==> config.mk <==
export PLATFORM = sky130hd
export DESIGN_NAME = fpsba_scan
export DESIGN_NICKNAME = d
export VERILOG_FILES = /design/src/rtl/core/fpsba_pkg.sv /design/src/rtl/core/fpsba_scan.sv
export SDC_FILE = /design/constraint.sdc
export NUM_CORES = 1
export LEC_CHECK = 0
export BUFFER_PORTS_ARGS = -buffer_cell sky130_fd_sc_hd__buf_2
export CORE_ASPECT_RATIO = 0.7
export CORE_MARGIN = 5
export CORE_UTILIZATION = 45
export DETAILED_ROUTE_END_ITERATION = 12
export PLACE_DENSITY = 0.84
export RECOVER_POWER = 25
export SYNTH_ARGS = -nofsm -noshare
export SYNTH_HDL_FRONTEND = slang
export SYNTH_SLANG_ARGS = --single-unit
==> constraint.sdc <==
create_clock -name clk -period 2.9 [get_ports clk]
set_clock_uncertainty 0.05 [all_clocks]
set_input_delay 0.58 -clock clk [delete_from_list [all_inputs] [get_ports clk]]
set_output_delay 0.58 -clock clk [all_outputs]
set_load 0.02 [all_outputs]
==> src/rtl/core/fpsba_pkg.sv <==
// Shared constants, codes, types and helper functions of the page-state bitmap allocator.
package fpsba_pkg;

  localparam int MAX_WORDS_DEF   = 1024;
  localparam int PAGE_BYTES_DEF  = 256;
  localparam int BLOCK_BYTES_DEF = 4096;

  localparam int REQ_W      = 2;
  localparam int IDX_W      = 10;
  localparam int WORD_W     = 32;
  localparam int SLOTS      = 16;
  localparam int SLOT_W     = 4;
  localparam int CNT_W      = 15;
  localparam int CNTK_W     = 5;
  localparam int STATUS_W   = 2;
  localparam int ADDR_W     = 25;
  localparam int FB_W       = 23;
  localparam int PTR_W      = 11;
  localparam int BASE_W     = 12;
  localparam int CFG_IDX_W  = 1;
  localparam int CFG_DATA_W = 12;

  localparam logic [REQ_W-1:0] REQ_LOAD  = 2'd0;
  localparam logic [REQ_W-1:0] REQ_START = 2'd1;
  localparam logic [REQ_W-1:0] REQ_ALLOC = 2'd2;

  localparam logic [STATUS_W-1:0] STATUS_OK         = 2'd0;
  localparam logic [STATUS_W-1:0] STATUS_NO_SPACE   = 2'd1;
  localparam logic [STATUS_W-1:0] STATUS_NO_POINTER = 2'd2;

  localparam logic [1:0] PS_DIRTY = 2'd0;
  localparam logic [1:0] PS_BAD   = 2'd1;
  localparam logic [1:0] PS_USED  = 2'd2;
  localparam logic [1:0] PS_FREE  = 2'd3;

  localparam logic [CFG_IDX_W-1:0] CFG_BASE   = 1'b0;
  localparam logic [CFG_IDX_W-1:0] CFG_NWORDS = 1'b1;

  localparam logic [CNT_W-1:0]  COUNT_MAX      = 15'h7FFF;
  localparam logic [FB_W-1:0]   FREE_BYTES_MAX = 23'h7FFFFF;
  localparam logic [PTR_W-1:0]  NWORDS_RESET   = 11'd1024;

  typedef struct packed {
    logic             start;
    logic [PTR_W-1:0] from;
    logic [PTR_W-1:0] limit;
    logic [1:0]       target;
  } scan_req_t;

  typedef struct packed {
    logic              busy;
    logic              done;
    logic              found;
    logic [PTR_W-1:0]  word;
    logic [SLOT_W-1:0] slot;
  } scan_res_t;

  typedef struct packed {
    logic             en;
    logic [PTR_W-1:0] addr;
  } rd_port_t;

  typedef struct packed {
    logic              found;
    logic [SLOT_W-1:0] slot;
  } slot_hit_t;

  function automatic slot_hit_t find_slot(input logic [WORD_W-1:0] w, input logic [1:0] st);
    slot_hit_t r;
    r.found = 1'b0;
    r.slot  = '0;
    for (int i = SLOTS - 1; i >= 0; i--) begin
      if (w[2*i +: 2] == st) begin
        r.found = 1'b1;
        r.slot  = SLOT_W'(i);
      end
    end
    return r;
  endfunction

  function automatic logic [CNTK_W-1:0] count_state(input logic [WORD_W-1:0] w,
                                                    input logic [1:0] st);
    logic [CNTK_W-1:0] c;
    c = '0;
    for (int i = 0; i < SLOTS; i++) begin
      c = c + CNTK_W'(w[2*i +: 2] == st);
    end
    return c;
  endfunction

  function automatic logic [CNT_W-1:0] sat_add(input logic [CNT_W-1:0] cnt,
                                               input logic [CNTK_W-1:0] k);
    logic [CNT_W:0] s;
    s = {1'b0, cnt} + (CNT_W+1)'(k);
    return (s > (CNT_W+1)'(COUNT_MAX)) ? COUNT_MAX : s[CNT_W-1:0];
  endfunction

endpackage

==> src/rtl/core/fpsba_scan.sv <==
// Word-by-word bitmap scanner that finds the first slot holding a given page state.
module fpsba_scan import fpsba_pkg::*; (
  input  logic              clk,
  input  logic              rst,
  input  scan_req_t         ctl,
  output scan_res_t         res,
  output rd_port_t          rd,
  input  logic [WORD_W-1:0] rd_data
);

  logic             busy;
  logic             pend;
  logic [PTR_W-1:0] addr;
  logic [PTR_W-1:0] limit;
  logic [PTR_W-1:0] pend_word;
  logic [1:0]       target;
  slot_hit_t        hit_info;
  logic             hit;
  logic             more;

  assign hit_info = find_slot(rd_data, target);
  assign hit      = busy && pend && hit_info.found;
  assign more     = addr < limit;

  assign rd.en   = busy && !hit && more;
  assign rd.addr = addr;

  assign res.busy  = busy;
  assign res.done  = busy && (hit || !more);
  assign res.found = hit;
  assign res.word  = pend_word;
  assign res.slot  = hit_info.slot;

  always_ff @(posedge clk) begin
    if (rst) begin
      busy <= 1'b0;
      pend <= 1'b0;
    end else if (ctl.start) begin
      busy <= 1'b1;
      pend <= 1'b0;
    end else if (busy) begin
      pend <= rd.en;
      if (res.done) begin
        busy <= 1'b0;
      end
    end
  end

  always_ff @(posedge clk) begin
    if (ctl.start) begin
      addr   <= ctl.from;
      limit  <= ctl.limit;
      target <= ctl.target;
    end else if (rd.en) begin
      addr      <= addr + PTR_W'(1);
      pend_word <= addr;
    end
  end

endmodule

==> impl_metrics.json, run 1 <==
{
  "yosysWarnings": 0,
  "violations": "capacitance limit, slew limit",
  "netlist_instances": 212,
  "grt_pass1_vias": 1947,
  "synth-simple-area-share_pct": 11.76,
  "cts_buffers": 5,
  "antenna_found_initial": 0,
  "power_per_cell_area_nw_per_um2": 542.7,
  "syn_area_sq_um": 2437,
  "leakagePower_nw": 1.353,
  "placed_cells": 371,
  "clk_pin_slew_worst_paths_ps": 80,
  "worst_slack_ps": 68.95,
  "drt_iter0_markers": 165,
  "clock_latency_ps": 290,
  "cts.sinks": 37,
  "cp.arrival_ps": 2200,
  "slew_viol_final": 38,
  "synth_top_family_by_area": "XOR/XNOR gates",
  "yosysSeqAreaShare_pct": 44.76,
  "synth_fa_ha_area_share_pct": 5.647,
  "r2r_end": "addr[1]",
  "overflow": 0,
  "crit_buf_inv": 1,
  "worstRegToRegCells": 7,
  "hpwl_um": 4541,
  "grt_usage_pct": 16.64,
  "status": "finished with violations",
  "port_buffers": 88,
  "worstPathMaxFanout": 6,
  "nFillCells": 430,
  "antenna_cells": 0,
  "hp-class": "in2reg",
  "ys_types": 44,
  "regToRegStartpoint": "addr[4]",
  "fin_crit_ps": 2831,
  "drt_wl_total_um": 6021,
  "critical-path-top-delay-family": "compound AO/OA/AOI/OAI gates",
  "synth_seq_cells": 37,
  "area_delta_synth_final_pct": 30.54,
  "slew_headroom_pct": -5.727,
  "layout.nets": 383,
  "reg2reg_setup_slack_ps": 550,
  "fin_crit_sh_pct": 97.62,
  "finalSetupViolCount": 0,
  "synthMuxAreaShare_pct": 0.4620,
  "path_depth": 7,
  "dieWidth_um": 97.97,
  "num_vias": 1969,
  "post-route-drc-count": 0,
  "cap_violations": 1,
  "pre_cts_ws_ps": 188.0,
  "min_delay_path_depth": 2,
  "criticalPathCategory": "reg2out",
  "synthXorXnorAreaFrac_pct": 17.86,
  "synth_nets": 282,
  "root_buffer": "clkbuf_8",
  "dr.pass1.iters": 4,
  "rows": 22,
  "layout.cells.non_filler": 386,
  "ios": 89,
  "die_y_um": 71.58,
  "cts_buffer_depth": 2,
  "synth.avg_cell_area_sq_um": 11.50,
  "cp.required_ps": 2270,
  "htree_levels": 2,
  "startpoint": "addr[4]",
  "grt_max_degree": 38,
  "max_slew.worst_pin.slew_ps": 1586,
  "synth_compound_area_share_pct": 14.32,
  "hold_violations": 0,
  "path_cells": "ha_4 -> a211oi_2 -> o211ai_1 -> a21oi_2 -> nor2_1 -> o21a_1 -> buf_2",
  "antenna_left": 0,
  "startpoint_type": "register",
  "cts_tree": "built",
  "wire_per_inst_um": 15.60,
  "via_per_inst": 5.101,
  "routabilityCongestion": 0.8667,
  "worstSetupEndpoint": "res[16]",
  "dieArea_sq_um": 7012,
  "core_sq_um": 5258,
  "max_stage_delay_ps": 530,
  "end_kind": "output port",
  "final_layout_size_suffix_gt1_share_pct": 42.68,
  "ir_worst_vdd_mv": 0.3143,
  "fmax_mhz": 353.2,
  "grt_pass1_wl_um": 9246,
  "slowest_stage": "edfxtp_1",
  "initial_core_util_pct": 46.36
}
sequential cells by signal (all words and copies together), names as in the netlist:
register,flops
limit,11
busy,1
pend_word,11
addr,11
pend,1
target,2
cells in the mapped netlist, drive strengths merged:
cell     instances  share of area (%)
a211o            1               0.36
a21boi           1               0.46
a211oi           5                1.5
o21ai           17                3.5
o211ai           5                1.5
nor4b            2                2.0
and2             1               0.26
a2bb2o           1               0.41
nand3            7                1.4
a21oi            6                1.4
nor3             3               0.82
o21a             3               0.92
o21bai           1               0.31
o2111ai          1               0.36
buf              6                3.2
xor2            28                 13
or2              1               0.26
o2bb2ai          1               0.36
nand4            1               0.26
nor2b            3               0.77
ha              11                5.6
dfxtp            2                1.6
and3             4                1.0
nand2b           2               0.51
edfxtp          35                 43
o22ai            4                1.8
nand2           15                2.3
inv             11                1.7
mux2             1               0.46
xnor2           14                5.0
a2bb2oi          2               0.72
nor3b            1               0.31
a31oi            1               0.26
clkbuf           2               0.31
a22o             1               0.36
nor2            12                1.8
kinds of logic (layout without fill, tap and decap cells):
logic type | count (synthesis) | count (layout)
simple gates | 52 | 52
compound gates | 50 | 50
xor+xnor | 42 | 42
flops | 37 | 37
buf+inv | 19 | 121
fa+ha+maj | 11 | 11
mux | 1 | 1
through the flow:
stage	setup TNS (ps)	power (mW)	instance area (sq um)	hold WS (ps)	util (%)
floorplan	0	1.065	2437	471.8	-
global placement	0	1.218	2948	481.9	56.07
detailed placement	0	1.241	2948	485.6	56.07
CTS	0	1.687	3079	402.7	58.57
global route	-52.90	1.814	3182	404.4	60.52
finish	0	1.727	3182	410.3	60.52
power breakdown:
part | internal, mW | switching, mW
Sequential | 0.651 | 0.0412
Clock | 0.255 | 0.182
Combinational | 0.257 | 0.340
Total | 1.16 | 0.564
worst min path at each step:
stage               startpoint       endpoint  slack, ps
global route           ctl[11]       limit[9]        400
floorplan                 busy           pend        470
finish                     rst           busy        410
detailed placement    addr[10]  pend_word[10]        490
global placement       addr[1]   pend_word[1]        480
CTS                        rst           busy        400
layer usage:
| layer | vias up | wire length, um | global-route usage, % |
|---|---|---|---|
| met5 | - | 0 | 0 |
| met2 | 88 | 2924 | 26.70 |
| li1 | 953 | - | - |
| met3 | 15 | 515 | 4.767 |
| met4 | 0 | 144 | 7.834 |
| met1 | 913 | 2438 | 20.91 |
cells in the final DEF, fill, tap and decap left out, types with 4 or more instances in the layout:
cell type,Yosys,layout
xor2_1,19,15
nand2_1,15,15
and3_1,4,4
nor2_1,12,12
inv_1,11,11
xor2_2,9,13
ha_1,11,10
clkbuf_8,0,5
xnor2_1,14,14
buf_2,0,86
buf_4,2,10
edfxtp_1,35,35
o21ai_0,16,15
clkbuf_1,2,5
o211ai_1,5,5
nand3_1,7,7
a21oi_1,5,4
layout make-up:
type / count / area (sq um) / area share, %
Multi-Input combinational cell: 156 / 1296 / 40.74
Inverter: 11 / 41.29 / 1.298
Tap cell: 72 / 90.09 / 2.831
Clock inverter: 2 / 35.03 / 1.101
Sequential cell: 37 / 1091 / 34.29
Timing Repair Buffer: 102 / 555.5 / 17.46
Clock buffer: 6 / 72.57 / 2.281
timing repair:
item / 4_1_cts / 5_1_grt
hold buffers: 0 / 0
endpoints found under the hold margin: 0 / 0
gates resized for setup: 4 / 12
pin swaps: 1 / 1
setup endpoints to repair: 3 / 5
setup buffers: 2 / 5
Note: power is estimated with default switching activity, not from simulation.
==> run 2: changes to the inputs <==
ABC_AREA = 1   (was default)
==> run 2 against run 1 <==
The run ends with setup timing left; fmax shrank 2.5%; clock power shrank 22%; die area shrank 0.91%; critical path type unchanged.
==> impl_metrics.json, run 2 <==
{
  "fmax_mhz": 344.3,
  "drt_iter0_markers": 166,
  "final_common_cell": "buf_2",
  "layout.nets": 466,
  "core_sq_um": 5230,
  "path_cells": "buf_4 -> buf_6 -> buf_4 -> xnor2_2 -> nand2_1 -> nand2_1 -> inv_2 -> o21ai_2 -> nand2_1 -> nand2_1 -> nand2_1 -> a311oi_1 -> buf_2",
  "hold_violations": 0,
  "synth_seq_cells": 37,
  "port_buffers": 88,
  "antenna_left": 0,
  "ys_types": 36,
  "overflow": 0,
  "cp.arrival_ps": 2270,
  "yosys_most_used_dff": "edfxtp_1",
  "violations": "setup timing",
  "htree_levels": 2,
  "grt_pass1_wl_um": 9384,
  "rows": 22,
  "grt_usage_pct": 16.69,
  "dpl-instance-area_sq_um": 2919,
  "root_buffer": "clkbuf_8",
  "rsz0062_at_grt": "yes",
  "synthTopCellsByArea": "edfxtp_1 44%, nand2_1 14%, xnor2_1 6.2%",
  "synth_nets": 350,
  "dr.pass1.iters": 5,
  "final_cell_mix": "85 x buf_2, 82 x nand2_1, 36 x inv_1, 35 x edfxtp_1, 22 x buf_4",
  "clock_latency_ps": 290,
  "slew_viol_final": 0,
  "post-route-cell-area_sq_um": 3339,
  "status": "finished with violations",
  "pre_cts_ws_ps": 351.7,
  "ir_worst_vdd_mv": 0.2189,
  "post-route-drc-count": 0,
  "synth.avg_cell_area_sq_um": 8.615,
  "fin_crit_ps": 2905,
  "synth_most_common_cell": "nand2_1",
  "worstPathMaxFanout": 5,
  "hpwl_um": 4607,
  "crit_buf_inv": 5,
  "regArea_sq_um": 1091,
  "die_y_um": 71.26,
  "startpoint_type": "register",
  "max_slew.worst_pin.slew_ps": 492.2,
  "antenna_cells": 0,
  "grt_max_degree": 27,
  "power_per_cell_area_nw_per_um2": 471.6,
  "cts.sinks": 37,
  "top_regs": "addr: 11 flops, limit: 11 flops, pend_word: 11 flops",
  "syn_area_sq_um": 2412,
  "hp-start": "ctl[6]",
  "async_reset_ff_share_pct": 0,
  "ios": 89,
  "drt_wl_total_um": 6662,
  "startpoint": "target[1]",
  "slowest_stage": "edfxtp_1",
  "criticalPathCategory": "reg2out",
  "slew_headroom_pct": 67.11,
  "cp.required_ps": 2270,
  "wire_per_inst_um": 14.20,
  "max_stage_delay_ps": 460,
  "synth_common_cells": "89 x nand2_1, 37 x inv_1, 35 x edfxtp_1",
  "area_delta_synth_final_pct": 38.43,
  "yosysWarnings": 0,
  "critical-path-top-delay-family": "buffers and inverters",
  "routabilityCongestion": 0.8428,
  "netlist_instances": 280,
  "dieArea_sq_um": 6948,
  "num_vias": 2307,
  "synth_edf_count": 35,
  "yosysSeqAreaShare_pct": 45.23,
  "antenna_found_initial": 0,
  "worst_slack_ps": -4.641,
  "via_per_inst": 4.919,
  "nFillCells": 443,
  "finalSetupViolCount": 1,
  "hp-class": "in2reg",
  "cts_buffers": 5,
  "path_common_cell": "nand2_1",
  "yosysTopAreaCell": "edfxtp_1",
  "yosys.area.top_type_share_pct": 43.57,
  "leakagePower_nw": 1.647,
  "regToRegStartpoint": "target[1]",
  "final_layout_size_suffix_gt1_share_pct": 40.05,
  "grt_pass1_vias": 2094,
  "cts_buffer_depth": 2,
  "initial_core_util_pct": 46.12,
  "dieWidth_um": 97.51,
  "clk_pin_slew_worst_paths_ps": 70,
  "end_kind": "output port",
  "fin_crit_sh_pct": 100.2,
  "reg2reg_setup_slack_ps": 370,
  "holdBufCountCts": 0,
  "cap_violations": 0,
  "cts_tree": "built",
  "multi_input_comb_area_sq_um": 1212
}
==> run 2: path summary, 6_finish.rpt <==
check                           depth (start not counted)        to
worst min-delay path                                    1  limit[4]
worst max-delay path                                   13    res[1]
worst min register to register                          2      pend
worst max register to register                         13   addr[0]
==> run 2: logic make-up (layout without fill, tap and decap cells) <==
kind of cell    after synthesis  after routing  share of synthesized area, %
xor+xnor                     18             18                         6.535
fa+ha+maj                    11             11                         5.705
simple gates                140            140                         26.30
flops                        37             37                         45.23
compound gates               27             27                         6.899
buf+inv                      47            164                         9.336
==> run 2: through the flow <==
stage               power [mW]  std cells  hold WS, ps  TNS (ps)  util [%]
floorplan               0.9891        280        466.7         0         -
global placement         1.115        439        478.9         0     55.81
detailed placement       1.137        439        493.5         0     55.81
CTS                      1.477        447        403.1         0     57.42
global route             1.671        469        398.9    -498.9     63.85
finish                   1.575        469        410.0    -4.641     63.85
==> run 2: layer usage <==
metal  share of wire [%]  up-vias  wire length, um  global-route usage (%)
met5                   0        -                0                       0
met2                  48      113             3229                   28.02
li1                    -     1136                -                       -
met1                  41     1026             2703                   20.59
met3                 7.4       32              490                   4.377
met4                 3.6        0              238                   7.066
==> run 2: timing repair <==
| action | 4_1_cts | 5_1_grt |
|---|---|---|
| endpoints found under the setup margin | 0 | 3 |
| buffers inserted | 0 | 20 |
| gates resized for setup | 0 | 43 |
==> run 2: layout make-up <==
class / count / share of cell area, %
clock inverters: 2 / 0.3372
clock buffers: 6 / 2.173
well taps: 72 / 2.698
inverters: 39 / 4.683
repair buffers: 117 / 21.13
flip-flops and latches: 37 / 32.67
multi-input cells: 196 / 36.31
==> run 2: power by group <==
group,total (mW),switching [mW],leakage (nW),internal (mW)
logic,0.549,0.309,1.25,0.240
clock network,0.342,0.176,0.0388,0.166
registers,0.683,0.0406,0.355,0.643
total,1.57,0.526,1.65,1.05
